### src/rtl/nsse_pkg.sv
// Shared types, register codes, limits and helpers for the neck servo safety envelope
`default_nettype none

package nsse_pkg;

  // Field widths
  localparam int unsigned TGT_W   = 16;
  localparam int unsigned GAIN_W  = 13;
  localparam int unsigned CFG_IDX_W = 3;
  localparam int unsigned CFG_DATA_W = 16;
  localparam int unsigned IN_DATA_W  = 48;
  localparam int unsigned OUT_DATA_W = 80;
  localparam int unsigned OUT_USER_W = 4;

  typedef logic [TGT_W-1:0]         tgt_t;
  typedef logic signed [TGT_W-1:0]  off_t;
  typedef logic signed [GAIN_W-1:0] gain_t;

  // Register indexes
  localparam logic [CFG_IDX_W-1:0] REG_PAN_MIN      = 3'd0;
  localparam logic [CFG_IDX_W-1:0] REG_PAN_CENTER   = 3'd1;
  localparam logic [CFG_IDX_W-1:0] REG_PAN_MAX      = 3'd2;
  localparam logic [CFG_IDX_W-1:0] REG_LOWER_MIN    = 3'd3;
  localparam logic [CFG_IDX_W-1:0] REG_LOWER_MAX    = 3'd4;
  localparam logic [CFG_IDX_W-1:0] REG_UPPER_MIN    = 3'd5;
  localparam logic [CFG_IDX_W-1:0] REG_UPPER_MAX    = 3'd6;
  localparam logic [CFG_IDX_W-1:0] REG_COUNTER_GAIN = 3'd7;

  // Register reset values
  localparam tgt_t  RST_PAN_MIN      = 16'd4000;
  localparam tgt_t  RST_PAN_CENTER   = 16'd6000;
  localparam tgt_t  RST_PAN_MAX      = 16'd8000;
  localparam tgt_t  RST_LOWER_MIN    = 16'd4375;
  localparam tgt_t  RST_LOWER_MAX    = 16'd7675;
  localparam tgt_t  RST_UPPER_MIN    = 16'd4300;
  localparam tgt_t  RST_UPPER_MAX    = 16'd7790;
  localparam gain_t RST_COUNTER_GAIN = -13'sd256;

  // Envelope and leveling constants
  localparam tgt_t FULL_PAN_LOWER_THRESHOLD = 16'd5300;
  localparam tgt_t UPRIGHT_LOWER            = 16'd6000;
  localparam off_t RESTRICTED_PAN_OFFSET    = 16'sd1000;
  localparam off_t FORWARD_MIN_OFFSET       = -16'sd500;
  localparam off_t FORWARD_MAX_OFFSET       = 16'sd70;

  // Configuration register file contents
  typedef struct packed {
    tgt_t  pan_min;
    tgt_t  pan_center;
    tgt_t  pan_max;
    tgt_t  lower_min;
    tgt_t  lower_max;
    tgt_t  upper_min;
    tgt_t  upper_max;
    gain_t counter_gain;
  } cfg_t;

  // Lower tilt, envelope and pan results
  typedef struct packed {
    tgt_t pan;
    tgt_t lower;
    logic pan_clamped;
    logic lower_clamped;
    off_t env_lo;
    off_t env_hi;
  } pan_res_t;

  // Upper tilt results
  typedef struct packed {
    tgt_t upper;
    logic upper_clamped;
    logic leveled;
  } up_res_t;

  // Clamp testing the low limit first, then the high limit
  function automatic tgt_t clamp_u16(input tgt_t v, input tgt_t lo, input tgt_t hi);
    tgt_t r;
    if (v < lo) begin
      r = lo;
    end else if (v > hi) begin
      r = hi;
    end else begin
      r = v;
    end
    return r;
  endfunction

  // Saturate an 18-bit signed value to 16 bits
  function automatic off_t sat16(input logic signed [17:0] v);
    off_t r;
    if (v > 18'sd32767) begin
      r = 16'sh7FFF;
    end else if (v < -18'sd32768) begin
      r = 16'sh8000;
    end else begin
      r = v[15:0];
    end
    return r;
  endfunction

endpackage

`default_nettype wire

### src/rtl/nsse_pan_env.sv
// Lower tilt clamp, pan envelope selection and pan clamp
`default_nettype none

module nsse_pan_env (
  input  wire nsse_pkg::cfg_t     cfg,
  input  wire nsse_pkg::tgt_t     pan_request,
  input  wire nsse_pkg::tgt_t     lower_request,
  output nsse_pkg::pan_res_t      res
);

  nsse_pkg::tgt_t      lower;
  logic signed [16:0]  neg_span;
  logic signed [16:0]  pos_span;
  logic signed [16:0]  full_span;
  logic signed [17:0]  full_ext;
  nsse_pkg::off_t      env_lo;
  nsse_pkg::off_t      env_hi;
  nsse_pkg::tgt_t      hard;
  logic signed [16:0]  off_raw;
  logic signed [16:0]  off_hi;
  logic signed [16:0]  off_cl;
  logic signed [17:0]  pan_sum;
  nsse_pkg::tgt_t      pan_fin;
  nsse_pkg::tgt_t      pan;

  // Clamp lower tilt unless it is off
  assign lower = (lower_request == '0) ? '0 :
                 nsse_pkg::clamp_u16(lower_request, cfg.lower_min, cfg.lower_max);

  // Full symmetric span around center
  assign neg_span  = $signed({1'b0, cfg.pan_center} - {1'b0, cfg.pan_min});
  assign pos_span  = $signed({1'b0, cfg.pan_max} - {1'b0, cfg.pan_center});
  assign full_span = (neg_span < pos_span) ? neg_span : pos_span;
  assign full_ext  = {full_span[16], full_span};

  // Pick the envelope window
  always_comb begin
    priority if (lower_request == '0) begin
      env_lo = nsse_pkg::FORWARD_MIN_OFFSET;
      env_hi = nsse_pkg::FORWARD_MAX_OFFSET;
    end else if (lower < nsse_pkg::FULL_PAN_LOWER_THRESHOLD) begin
      env_lo = -nsse_pkg::RESTRICTED_PAN_OFFSET;
      env_hi = nsse_pkg::RESTRICTED_PAN_OFFSET;
    end else begin
      env_lo = nsse_pkg::sat16(-full_ext);
      env_hi = nsse_pkg::sat16(full_ext);
    end
  end

  // Hard clamp, then clamp the offset: high bound first, low bound last
  assign hard    = nsse_pkg::clamp_u16(pan_request, cfg.pan_min, cfg.pan_max);
  assign off_raw = $signed({1'b0, hard} - {1'b0, cfg.pan_center});
  assign off_hi  = (off_raw > 17'(env_hi)) ? 17'(env_hi) : off_raw;
  assign off_cl  = (off_hi < 17'(env_lo)) ? 17'(env_lo) : off_hi;
  assign pan_sum = $signed({2'b00, cfg.pan_center}) + 18'(off_cl);

  // Bring pan back inside the hard limits
  always_comb begin
    if (pan_sum < $signed({2'b00, cfg.pan_min})) begin
      pan_fin = cfg.pan_min;
    end else if (pan_sum > $signed({2'b00, cfg.pan_max})) begin
      pan_fin = cfg.pan_max;
    end else begin
      pan_fin = pan_sum[15:0];
    end
  end

  assign pan = (pan_request == '0) ? '0 : pan_fin;

  assign res.pan           = pan;
  assign res.lower         = lower;
  assign res.pan_clamped   = (pan != pan_request);
  assign res.lower_clamped = (lower != lower_request);
  assign res.env_lo        = env_lo;
  assign res.env_hi        = env_hi;

endmodule

`default_nettype wire

### src/rtl/nsse_level.sv
// Upper tilt leveling: gain times lower offset, rounding and clamp
`default_nettype none

module nsse_level (
  input  wire nsse_pkg::cfg_t  cfg,
  input  wire nsse_pkg::tgt_t  upper_request,
  input  wire nsse_pkg::tgt_t  lower,
  output nsse_pkg::up_res_t    res
);

  logic signed [16:0] diff;
  logic signed [29:0] prod;
  logic               apply;
  logic signed [29:0] prod_a;
  logic signed [31:0] scaled;
  logic signed [31:0] umin_s;
  logic signed [31:0] umax_s;
  logic [31:0]        mag;
  logic [31:0]        mag_rnd;
  logic signed [24:0] rmag;
  logic signed [24:0] rounded;
  nsse_pkg::tgt_t     upper_cl;
  logic               ureq_on;

  // Leveling product in 1/256 target units
  assign diff   = $signed({1'b0, lower} - {1'b0, nsse_pkg::UPRIGHT_LOWER});
  assign prod   = cfg.counter_gain * diff;
  assign apply  = (cfg.counter_gain != '0) && (lower != '0);
  assign prod_a = apply ? prod : '0;

  assign scaled = $signed({8'd0, upper_request, 8'd0}) + {{2{prod_a[29]}}, prod_a};
  assign umin_s = $signed({8'd0, cfg.upper_min, 8'd0});
  assign umax_s = $signed({8'd0, cfg.upper_max, 8'd0});

  // Round half away from zero on the magnitude
  assign mag     = scaled[31] ? 32'(-scaled) : 32'(scaled);
  assign mag_rnd = mag + 32'd128;
  assign rmag    = $signed({1'b0, mag_rnd[31:8]});
  assign rounded = scaled[31] ? -rmag : rmag;

  // Clamp to upper limits
  always_comb begin
    if (rounded < $signed({9'd0, cfg.upper_min})) begin
      upper_cl = cfg.upper_min;
    end else if (rounded > $signed({9'd0, cfg.upper_max})) begin
      upper_cl = cfg.upper_max;
    end else begin
      upper_cl = rounded[15:0];
    end
  end

  assign ureq_on = (upper_request != '0);

  assign res.upper         = ureq_on ? upper_cl : '0;
  assign res.upper_clamped = ureq_on && ((scaled < umin_s) || (scaled > umax_s));
  assign res.leveled       = ureq_on && (prod_a != '0);

endmodule

`default_nettype wire

### src/rtl/neck_servo_safety_envelope_unit.sv
// Neck servo safety envelope: register file, input register, datapath and result register
//
// Takes servo command words (pan, lower tilt, upper tilt; 0 = off) and returns one safe word
// each through the input register and then the result register, one word per cycle while
// out_tready is high: the lower tilt clamp feeds both the pan envelope and the 13x17 leveling
// multiplier in one combinational pass between the input and result registers. out_tdata
// holds pan_out, lower_out, upper_out, envelope_low and envelope_high from the lowest bit
// up; out_tuser holds the four clamp and leveling flags. The user must write registers
// through the cfg port only while no command is in flight; the block does not enforce it.
`default_nettype none

module neck_servo_safety_envelope_unit (
  input  wire                                    clk,
  input  wire                                    rst_n,
  // Command input
  input  wire                                    in_tvalid,
  output logic                                   in_tready,
  // [15:0] pan_request, [31:16] lower_request, [47:32] upper_request
  input  wire  [nsse_pkg::IN_DATA_W-1:0]         in_tdata,
  // Result output
  output logic                                   out_tvalid,
  input  wire                                    out_tready,
  // [15:0] pan_out, [31:16] lower_out, [47:32] upper_out,
  // [63:48] envelope_low, [79:64] envelope_high
  output logic [nsse_pkg::OUT_DATA_W-1:0]        out_tdata,
  // [0] pan_was_clamped, [1] lower_was_clamped, [2] upper_was_clamped,
  // [3] upper_was_leveled
  output logic [nsse_pkg::OUT_USER_W-1:0]        out_tuser,
  // Configuration writes
  input  wire                                    cfg_valid,
  output logic                                   cfg_ready,
  input  wire  [nsse_pkg::CFG_IDX_W-1:0]         cfg_index,
  input  wire  [nsse_pkg::CFG_DATA_W-1:0]        cfg_data
);

  nsse_pkg::cfg_t    cfg_r;
  logic              s1_valid_r;
  logic [nsse_pkg::IN_DATA_W-1:0] s1_data_r;
  logic              out_valid_r;
  logic [nsse_pkg::OUT_DATA_W-1:0] out_data_r;
  logic [nsse_pkg::OUT_USER_W-1:0] out_user_r;
  logic              out_free;
  nsse_pkg::pan_res_t pan_res;
  nsse_pkg::up_res_t  up_res;

  // Register file: always ready, unknown indexes dropped
  assign cfg_ready = 1'b1;

  always_ff @(posedge clk) begin
    if (!rst_n) begin
      cfg_r.pan_min      <= nsse_pkg::RST_PAN_MIN;
      cfg_r.pan_center   <= nsse_pkg::RST_PAN_CENTER;
      cfg_r.pan_max      <= nsse_pkg::RST_PAN_MAX;
      cfg_r.lower_min    <= nsse_pkg::RST_LOWER_MIN;
      cfg_r.lower_max    <= nsse_pkg::RST_LOWER_MAX;
      cfg_r.upper_min    <= nsse_pkg::RST_UPPER_MIN;
      cfg_r.upper_max    <= nsse_pkg::RST_UPPER_MAX;
      cfg_r.counter_gain <= nsse_pkg::RST_COUNTER_GAIN;
    end else if (cfg_valid && cfg_ready) begin
      unique case (cfg_index)
        nsse_pkg::REG_PAN_MIN:      cfg_r.pan_min      <= cfg_data;
        nsse_pkg::REG_PAN_CENTER:   cfg_r.pan_center   <= cfg_data;
        nsse_pkg::REG_PAN_MAX:      cfg_r.pan_max      <= cfg_data;
        nsse_pkg::REG_LOWER_MIN:    cfg_r.lower_min    <= cfg_data;
        nsse_pkg::REG_LOWER_MAX:    cfg_r.lower_max    <= cfg_data;
        nsse_pkg::REG_UPPER_MIN:    cfg_r.upper_min    <= cfg_data;
        nsse_pkg::REG_UPPER_MAX:    cfg_r.upper_max    <= cfg_data;
        nsse_pkg::REG_COUNTER_GAIN: cfg_r.counter_gain <= cfg_data[nsse_pkg::GAIN_W-1:0];
        default: ;
      endcase
    end
  end

  // Pipeline flow: advance whenever the next stage is empty or draining
  assign out_free  = !out_valid_r || out_tready;
  assign in_tready = !s1_valid_r || out_free;

  // Input register
  always_ff @(posedge clk) begin
    if (!rst_n) begin
      s1_valid_r <= 1'b0;
    end else if (in_tready) begin
      s1_valid_r <= in_tvalid;
    end
  end

  always_ff @(posedge clk) begin
    if (in_tvalid && in_tready) begin
      s1_data_r <= in_tdata;
    end
  end

  // Datapath
  nsse_pan_env u_pan_env (
    .cfg           (cfg_r),
    .pan_request   (s1_data_r[15:0]),
    .lower_request (s1_data_r[31:16]),
    .res           (pan_res)
  );

  nsse_level u_level (
    .cfg           (cfg_r),
    .upper_request (s1_data_r[47:32]),
    .lower         (pan_res.lower),
    .res           (up_res)
  );

  // Result register
  always_ff @(posedge clk) begin
    if (!rst_n) begin
      out_valid_r <= 1'b0;
    end else if (out_free) begin
      out_valid_r <= s1_valid_r;
    end
  end

  always_ff @(posedge clk) begin
    if (out_free && s1_valid_r) begin
      out_data_r <= {pan_res.env_hi, pan_res.env_lo, up_res.upper,
                     pan_res.lower, pan_res.pan};
      out_user_r <= {up_res.leveled, up_res.upper_clamped,
                     pan_res.lower_clamped, pan_res.pan_clamped};
    end
  end

  assign out_tvalid = out_valid_r;
  assign out_tdata  = out_data_r;
  assign out_tuser  = out_user_r;

endmodule

`default_nettype wire

### config.mk
export PLATFORM = sky130hd
export DESIGN_NAME = neck_servo_safety_envelope_unit
export DESIGN_NICKNAME = d
export VERILOG_FILES = /design/src/rtl/nsse_pkg.sv /design/src/rtl/nsse_pan_env.sv /design/src/rtl/nsse_level.sv /design/src/rtl/neck_servo_safety_envelope_unit.sv
export SDC_FILE = /design/constraint.sdc
export NUM_CORES = 2
export LEC_CHECK = 0
export ABC_AREA = 1
export BUFFER_PORTS_ARGS = -buffer_cell sky130_fd_sc_hd__buf_2
export CAP_MARGIN = 25
export CELL_PAD_IN_SITES_DETAIL_PLACEMENT = 1
export CELL_PAD_IN_SITES_GLOBAL_PLACEMENT = 2
export CORE_MARGIN = 4
export CORE_UTILIZATION = 38
export CTS_CLUSTER_DIAMETER = 80
export DETAILED_ROUTE_END_ITERATION = 8
export PLACE_DENSITY_LB_ADDON = 0.1
export SYNTH_ARGS = -nofsm -noshare
export SYNTH_HDL_FRONTEND = slang
export SYNTH_SLANG_ARGS = --single-unit
### constraint.sdc
create_clock -name clk -period 15.12 [get_ports clk]
set_input_delay 1.512 -clock clk [delete_from_list [all_inputs] [get_ports clk]]
set_output_delay 1.512 -clock clk [all_outputs]
set_load 0.03 [all_outputs]
Yosys cells after proc, flatten, opt, wreduce, memory -nomap -nowiden
Index checks and enable logic that the tools add are counted.
- eq/ne operators: 9
- $lt $le $gt $ge: 18
- muxes and demuxes: 24
- multipliers: 1
- $add $sub $neg: 10
- reductions and logical operators: 25
- operators by type and width (kind ; count):
    2-to-1 mux 16 bit ; 18
    2-to-1 mux 17 bit ; 3
    subtractor 16 x 16 -> 17 bit ; 3
    adder 32 x 8 -> 32 bit, second input constant ; 1
    greater-than comparator 16 bit ; 2
    greater-than comparator 32 x 25 -> 1 bit ; 1
    logical NOT 16 bit ; 2
    < comparator 16 bit ; 2
    < comparator 32 x 25 -> 1 bit ; 1
    2-to-1 mux 32 bit ; 1
    inequality test 16 bit ; 2
    negation 32 bit ; 1
    nonzero test 16 bit ; 2
    adder 25 x 30 -> 31 bit ; 1
    multiplier 13 x 17 -> 30 bit ; 1
    2-to-1 mux 30 bit ; 1
    nonzero test 30 bit ; 1
    greater-than comparator 25 x 17 -> 1 bit ; 1
    < comparator 25 x 17 -> 1 bit ; 1
    2-to-1 mux 25 bit ; 1
    negation 24 -> 25 bit ; 1
    adder 17 x 17 -> 18 bit ; 1
    greater-than comparator 18 x 16 -> 1 bit, second input constant ; 1
    greater-than comparator 18 x 17 -> 1 bit ; 1
    other kinds (19) ; 37
- input port bits: 72
- word-level logic and storage cells: 101
- bits in registers: 259
- output and inout bits: 87

Depth between registers and ports, before layout
- depth in word-level cells: 18
- mapped depth: 101
- depth with buffers taken out: 98

By module
A second synthesis with hierarchy kept.
- cell total of the unflattened synthesis: 4704
- area total of the unflattened synthesis: 33037.9 um^2
- modules (own cells, without submodules) (module ; sequential area each (um^2) ; times used ; cells an instance ; area each (um^2)):
    nsse_level ; 0.0 ; 1 ; 2195 ; 14221.1
    nsse_pan_env ; 0.0 ; 1 ; 1709 ; 9973.3
    neck_servo_safety_envelope_unit ; 6506.2 ; 1 ; 800 ; 8843.5

Least setup slack after synthesis
Ideal clock, no wire load.
- kind: register -> register
- from: reg s1_data_r[27] (netlist bit)
- to: reg out_data_r (netlist bit out_tdata[37]), data pin
- setup slack: 2.368 ns
- period minus slack after synthesis: 12.752 ns
- setup time: 0.250 ns
- data arrival time: 12.502 ns
- data required time: 14.870 ns
- cell stages (with the launch flop): 84
- buffers on the path: 5
- cell sequence: edfxtp_1 ha_1 nand2_1 inv_2 nand2_1 a31oi_1 nor2_1 nand2_2 nand2_4 buf_6 o211ai_1 nand2_1 clkbuf_1 ha_1 clkbuf_1 nand2_1 fa_1 inv_1 [48 not listed] nand2_1 nor2_1 a211oi_1 o21ai_0 a21oi_1 nor2_1 o211ai_1 a211o_1 a31o_2 nand2_1 a21oi_1 a21boi_1 nand4_4 buf_2 nand4_1 nand3_1 nand2_1 inv_1
- longest elaborated chain between the ends: 16
- elaborated cells on any way between the ends: 21
- those cells by class: add/sub (5); mul (1); order compare (4); mux (8); reduce/logical (3)
- RTL lines (what ; RTL line ; text):
    start: declaration ; neck_servo_safety_envelope_unit.sv:38 ; logic [nsse_pkg::IN_DATA_W-1:0] s1_data_r;
    start signal: assignment ; neck_servo_safety_envelope_unit.sv:89 ; s1_data_r <= in_tdata;
    greater-than comparator 16 bit ; nsse_pkg.sv:80 ; end else if (v > hi) begin
    2-to-1 mux 16 bit ; nsse_pkg.sv:80 ;
    2-to-1 mux 16 bit ; nsse_pkg.sv:78 ; if (v < lo) begin
    2-to-1 mux 16 bit (*) ; nsse_pan_env.sv:27 ; assign lower = (lower_request == '0) ? '0 :
    subtractor 16 x 13 -> 17 bit or nonzero test 16 bit (tied branches) ; nsse_level.sv:26, nsse_level.sv:28 ;
    multiplier 13 x 17 -> 30 bit or logical AND 1 bit (tied branches) ; nsse_level.sv:27, nsse_level.sv:28 ;
    2-to-1 mux 30 bit (*) ; nsse_level.sv:29 ; assign prod_a = apply ? prod : '0;
    adder 25 x 30 -> 31 bit (*) ; nsse_level.sv:31 ; assign scaled = $signed({8'd0, upper_request, 8'd0}) + {{2{prod_a[29]}}, prod_a};
    negation 32 bit ; nsse_level.sv:36 ; assign mag = scaled[31] ? 32'(-scaled) : 32'(scaled);
    2-to-1 mux 32 bit ; nsse_level.sv:36 ;
    adder 32 x 8 -> 32 bit ; nsse_level.sv:37 ; assign mag_rnd = mag + 32'd128;
    negation 24 -> 25 bit ; nsse_level.sv:39 ; assign rounded = scaled[31] ? -rmag : rmag;
    2-to-1 mux 25 bit (*) ; nsse_level.sv:39 ;
    greater-than comparator 25 x 17 -> 1 bit ; nsse_level.sv:45 ; end else if (rounded > $signed({9'd0, cfg.upper_max})) begin
    2-to-1 mux 16 bit ; nsse_level.sv:45 ;
    2-to-1 mux 16 bit (*) ; nsse_level.sv:43 ; if (rounded < $signed({9'd0, cfg.upper_min})) begin
    end signal: assignment ; neck_servo_safety_envelope_unit.sv:119 ; out_data_r <= {pan_res.env_hi, pan_res.env_lo, up_res.upper,
    end: declaration ; neck_servo_safety_envelope_unit.sv:40 ; logic [nsse_pkg::OUT_DATA_W-1:0] out_data_r;
Every way passes the cells marked *; elsewhere a longest branch is shown, timed or not.
A chain may end at the register's enable or synchronous reset.

==> impl_metrics.json <==
{
  "ys_types": 70,
  "routed-via-count": 29100,
  "fin_crit_sh_pct": 92.7,
  "final_nets": 5081,
  "hold_path_depth": 2,
  "drive_gt1_share_pct": 11.7,
  "fmax_mhz": 71.3,
  "outcome": "completed",
  "rrSetupSlack_ns": 1.10,
  "pin_count": 159,
  "hold_viol": 0,
  "synth_area_leaders": "ha_1 14%, fa_1 13%, edfxtp_1 13%",
  "synthAdderAreaFrac_pct": 27.9,
  "synth_compound_area_share_pct": 12.6,
  "synth_top_family_by_area": "adder cells",
  "drt-initial-drc-count": 1441,
  "worst_slew_pin_slew_ns": 1.06,
  "crit_path_frequent_cell": "inv_1",
  "synth-simple-area-share_pct": 24.7,
  "synth_xor_area_share_pct": 3.87,
  "die_area_um2": 87800,
  "synth.area.mux_share_pct": 0,
  "ys_ff_latch": 259,
  "port-buffer-count": 157,
  "fillers": 10300,
  "numCtsBuffers": 38,
  "drtAntennaViolNets": 0,
  "ctsRootBufferMaster": "clkbuf_16",
  "endpoint_kind": "flop",
  "start_util_pct": 38.4,
  "min_path_type": "flop to flop",
  "relSlewSlack_pct": 28.9,
  "regToRegStartpoint": "s1_data_r[25]",
  "grt.overflow.total": 0,
  "synth_top_cell_by_area": "ha_1",
  "worst-path-stages": 79,
  "place_hpwl_um": 96000,
  "grt_start_max_net_pins": 64,
  "clk_path_buf_depth": 3,
  "chipHeight_um": 296,
  "first_global_vias": 30300,
  "critical_path.top_delay_family": "simple AND/OR/NAND/NOR gates",
  "ys_async_sr_fraction_pct": 0,
  "synthCells": 4241,
  "area_growth_pct": 12.3,
  "die_w_um": 296,
  "synthesis.area_um2": 31600,
  "fin_crit_ns": 14.02,
  "vias_per_cell": 5.26,
  "synth_top_area_share_pct": 14.5,
  "gp_congestion": 0.877,
  "cts_max_level": 2,
  "maxCapViolations": 0,
  "finalSetupViolCount": 0,
  "core.rowCount": 105,
  "synth_edf_count": 132,
  "path_class": "flop to flop",
  "ys_seq_area_share_pct": 20.6,
  "core_region_area_um2": 82200,
  "drcViolationCount": 0,
  "wl_per_cell_um": 21.2,
  "path_buf_inv": 16,
  "grt_use_total_pct": 26.6,
  "cts_tree": "yes",
  "yosys_warnings": 0,
  "antenna_found_initial": 4,
  "ff2ff_path_depth": 79,
  "wirelength_um": 117000,
  "cts_sinks": 259,
  "mappedNetlistNets": 4890,
  "worst_path_max_delay_cell": "fa_1",
  "timing.rr.end": "out_tdata[38]",
  "cp_slowest_stage_delay_ns": 0.54,
  "crit_path_max_fanout": 18,
  "clk_latency_ns": 0.60,
  "fin_worst_skew_ns": 0.0417,
  "holdWs_ns": 0.500,
  "start_kind": "flop",
  "synthFlopType": "edfxtp_1",
  "min-delay-start": "cfg_r[75]",
  "hold_end": "cfg_r[75]",
  "clk_pin_slew_ns": 0.06,
  "finalMaxSlewViolations": 0,
  "grt_pass1_wl_um": 180000,
  "crit_required_ns": 15.48,
  "dr.pass1.iters": 5,
  "worst_ep_arrival_time_ns": 14.38,
  "syn_avg_cell_area_um2": 7.45
}
==> layout make-up <==
type / instances / area [um2] / share of cell area [%]
multi-input combinational: 3148 / 22100 / 62.2
sequential: 259 / 6510 / 18.3
inverter: 732 / 2760 / 7.77
timing repair buffer: 253 / 1540 / 4.33
tap: 1070 / 1340 / 3.77
clock buffer: 50 / 1090 / 3.07
clock inverter: 20 / 178 / 0.501
antenna: 1 / 2.50 / 0.00705
==> cell usage after synthesis, drive strengths merged, types with 2 or more instances <==
cell       n
a221oi     2
fa       211
buf       37
nor3b      2
o21a       7
o211ai    62
nor2     307
o21bai    19
clkinv     7
nand4     83
a31o       5
o221ai     6
a21o      11
o31ai      9
inv      725
and2       3
nor4      28
a2111oi    2
and3       4
ha       366
o41ai      2
or2        5
dfxtp    127
nand2    993
edfxtp   132
nor3      25
nand3b     7
a41oi      2
xor2      98
clkbuf    69
xnor2     39
a211oi     7
o21ai    236
nand3    268
a21boi     7
a31oi     10
a21oi    310
==> through the flow <==
step | TNS, ns | instance area, um2 | setup slack, ns | instances | utilization (%)
after CTS | 0 | 35000 | 0.279 | 5508 | 42.6
final | 0 | 35500 | 1.10 | 5533 | 43.1
after global routing | -0.171 | 35500 | -0.0379 | 5532 | 43.1
after global placement | 0 | 33800 | 0.710 | 5438 | 41.1
after floorplan | 0 | 31600 | 2.37 | 4241 | -
after detailed placement | 0 | 33800 | 0.375 | 5438 | 41.1
==> how the worst max path moves through the flow <==
| stage | from | to | slack, ns |
|---|---|---|---|
| 6_report | s1_data_r[25] | out_tdata[38] | 1.10 |
| 5_1_grt | s1_data_r[25] | out_tdata[36] | -0.04 |
| 4_1_cts | s1_data_r[19] | out_tdata[44] | 0.28 |
| 3_5_place_dp | s1_data_r[19] | out_tdata[44] | 0.37 |
| 3_3_place_gp | s1_data_r[19] | out_tdata[33] | 0.71 |
| 2_1_floorplan | s1_data_r[27] | out_tdata[37] | 2.37 |
==> registers in the layout, summed over array words and instances (netlist names) <==
register and cells:
cfg_r 125, out_tdata 80, s1_data_r 48, out_tuser 4
out_tvalid 1, s1_valid_r 1
==> metal layers <==
metal  track usage (%)  part of all wire [%]  vias up  routed length [um]
met2              48.1                    50      517               58800
met1              33.4                    43    14100               50800
met4              8.52                   3.4        2                4020
li1                  -                     -    14300                   -
met3              2.46                   3.2      178                3800
met5                 0                 0.017        -                  20
==> layout by cell type, fill, tap and decap left out, types with 6 or more instances in the layout <==
cell type	count
buf_2	156
nand2_2	53
nand2_4	15
a31oi_1	9
a21o_1	11
o21ai_0	216
nor4_1	25
o221ai_1	6
nor2_2	18
edfxtp_1	132
xor2_1	93
nand3_1	245
clkinv_1	8
nand3_2	19
o211ai_1	62
nand4_1	80
nor2_4	15
nor3_1	20
a21oi_1	306
ha_1	365
a211oi_1	7
fa_1	211
inv_1	693
nand3b_1	7
buf_4	94
dfxtp_1	125
o21bai_1	18
o31ai_1	7
o21a_1	7
clkinv_2	10
nand3_4	6
clkbuf_16	40
inv_2	30
nor2_1	272
o21ai_1	16
nand2_1	924
xnor2_1	38
==> kinds of logic (layout without fill, tap and decap cells) <==
logic type	after synthesis	in the layout
AO/OA/AOI/OAI	702	702
XOR/XNOR	137	137
adder cells (fa/ha/maj)	577	577
buffers and inverters	838	1055
flip-flops	259	259
other	1	2
AND/OR/NAND/NOR	1727	1731
==> repair_timing <==
| item | in CTS | in global routing |
|---|---|---|
| setup endpoints to repair | 0 | 33 |
| setup buffers | 0 | 19 |
| resized for setup | 0 | 49 |
| hold buffers | 0 | 0 |
==> tightest hold or removal path: cells and delay by family (launching register included) <==
kind,cells,cell delay [ns]
compound gates,1,0.07
buf+inv,1,0.09
flops,1,0.29
Power is not shown: default switching activity piles up to over one toggle a cycle in this logic, so the estimate is an artifact.
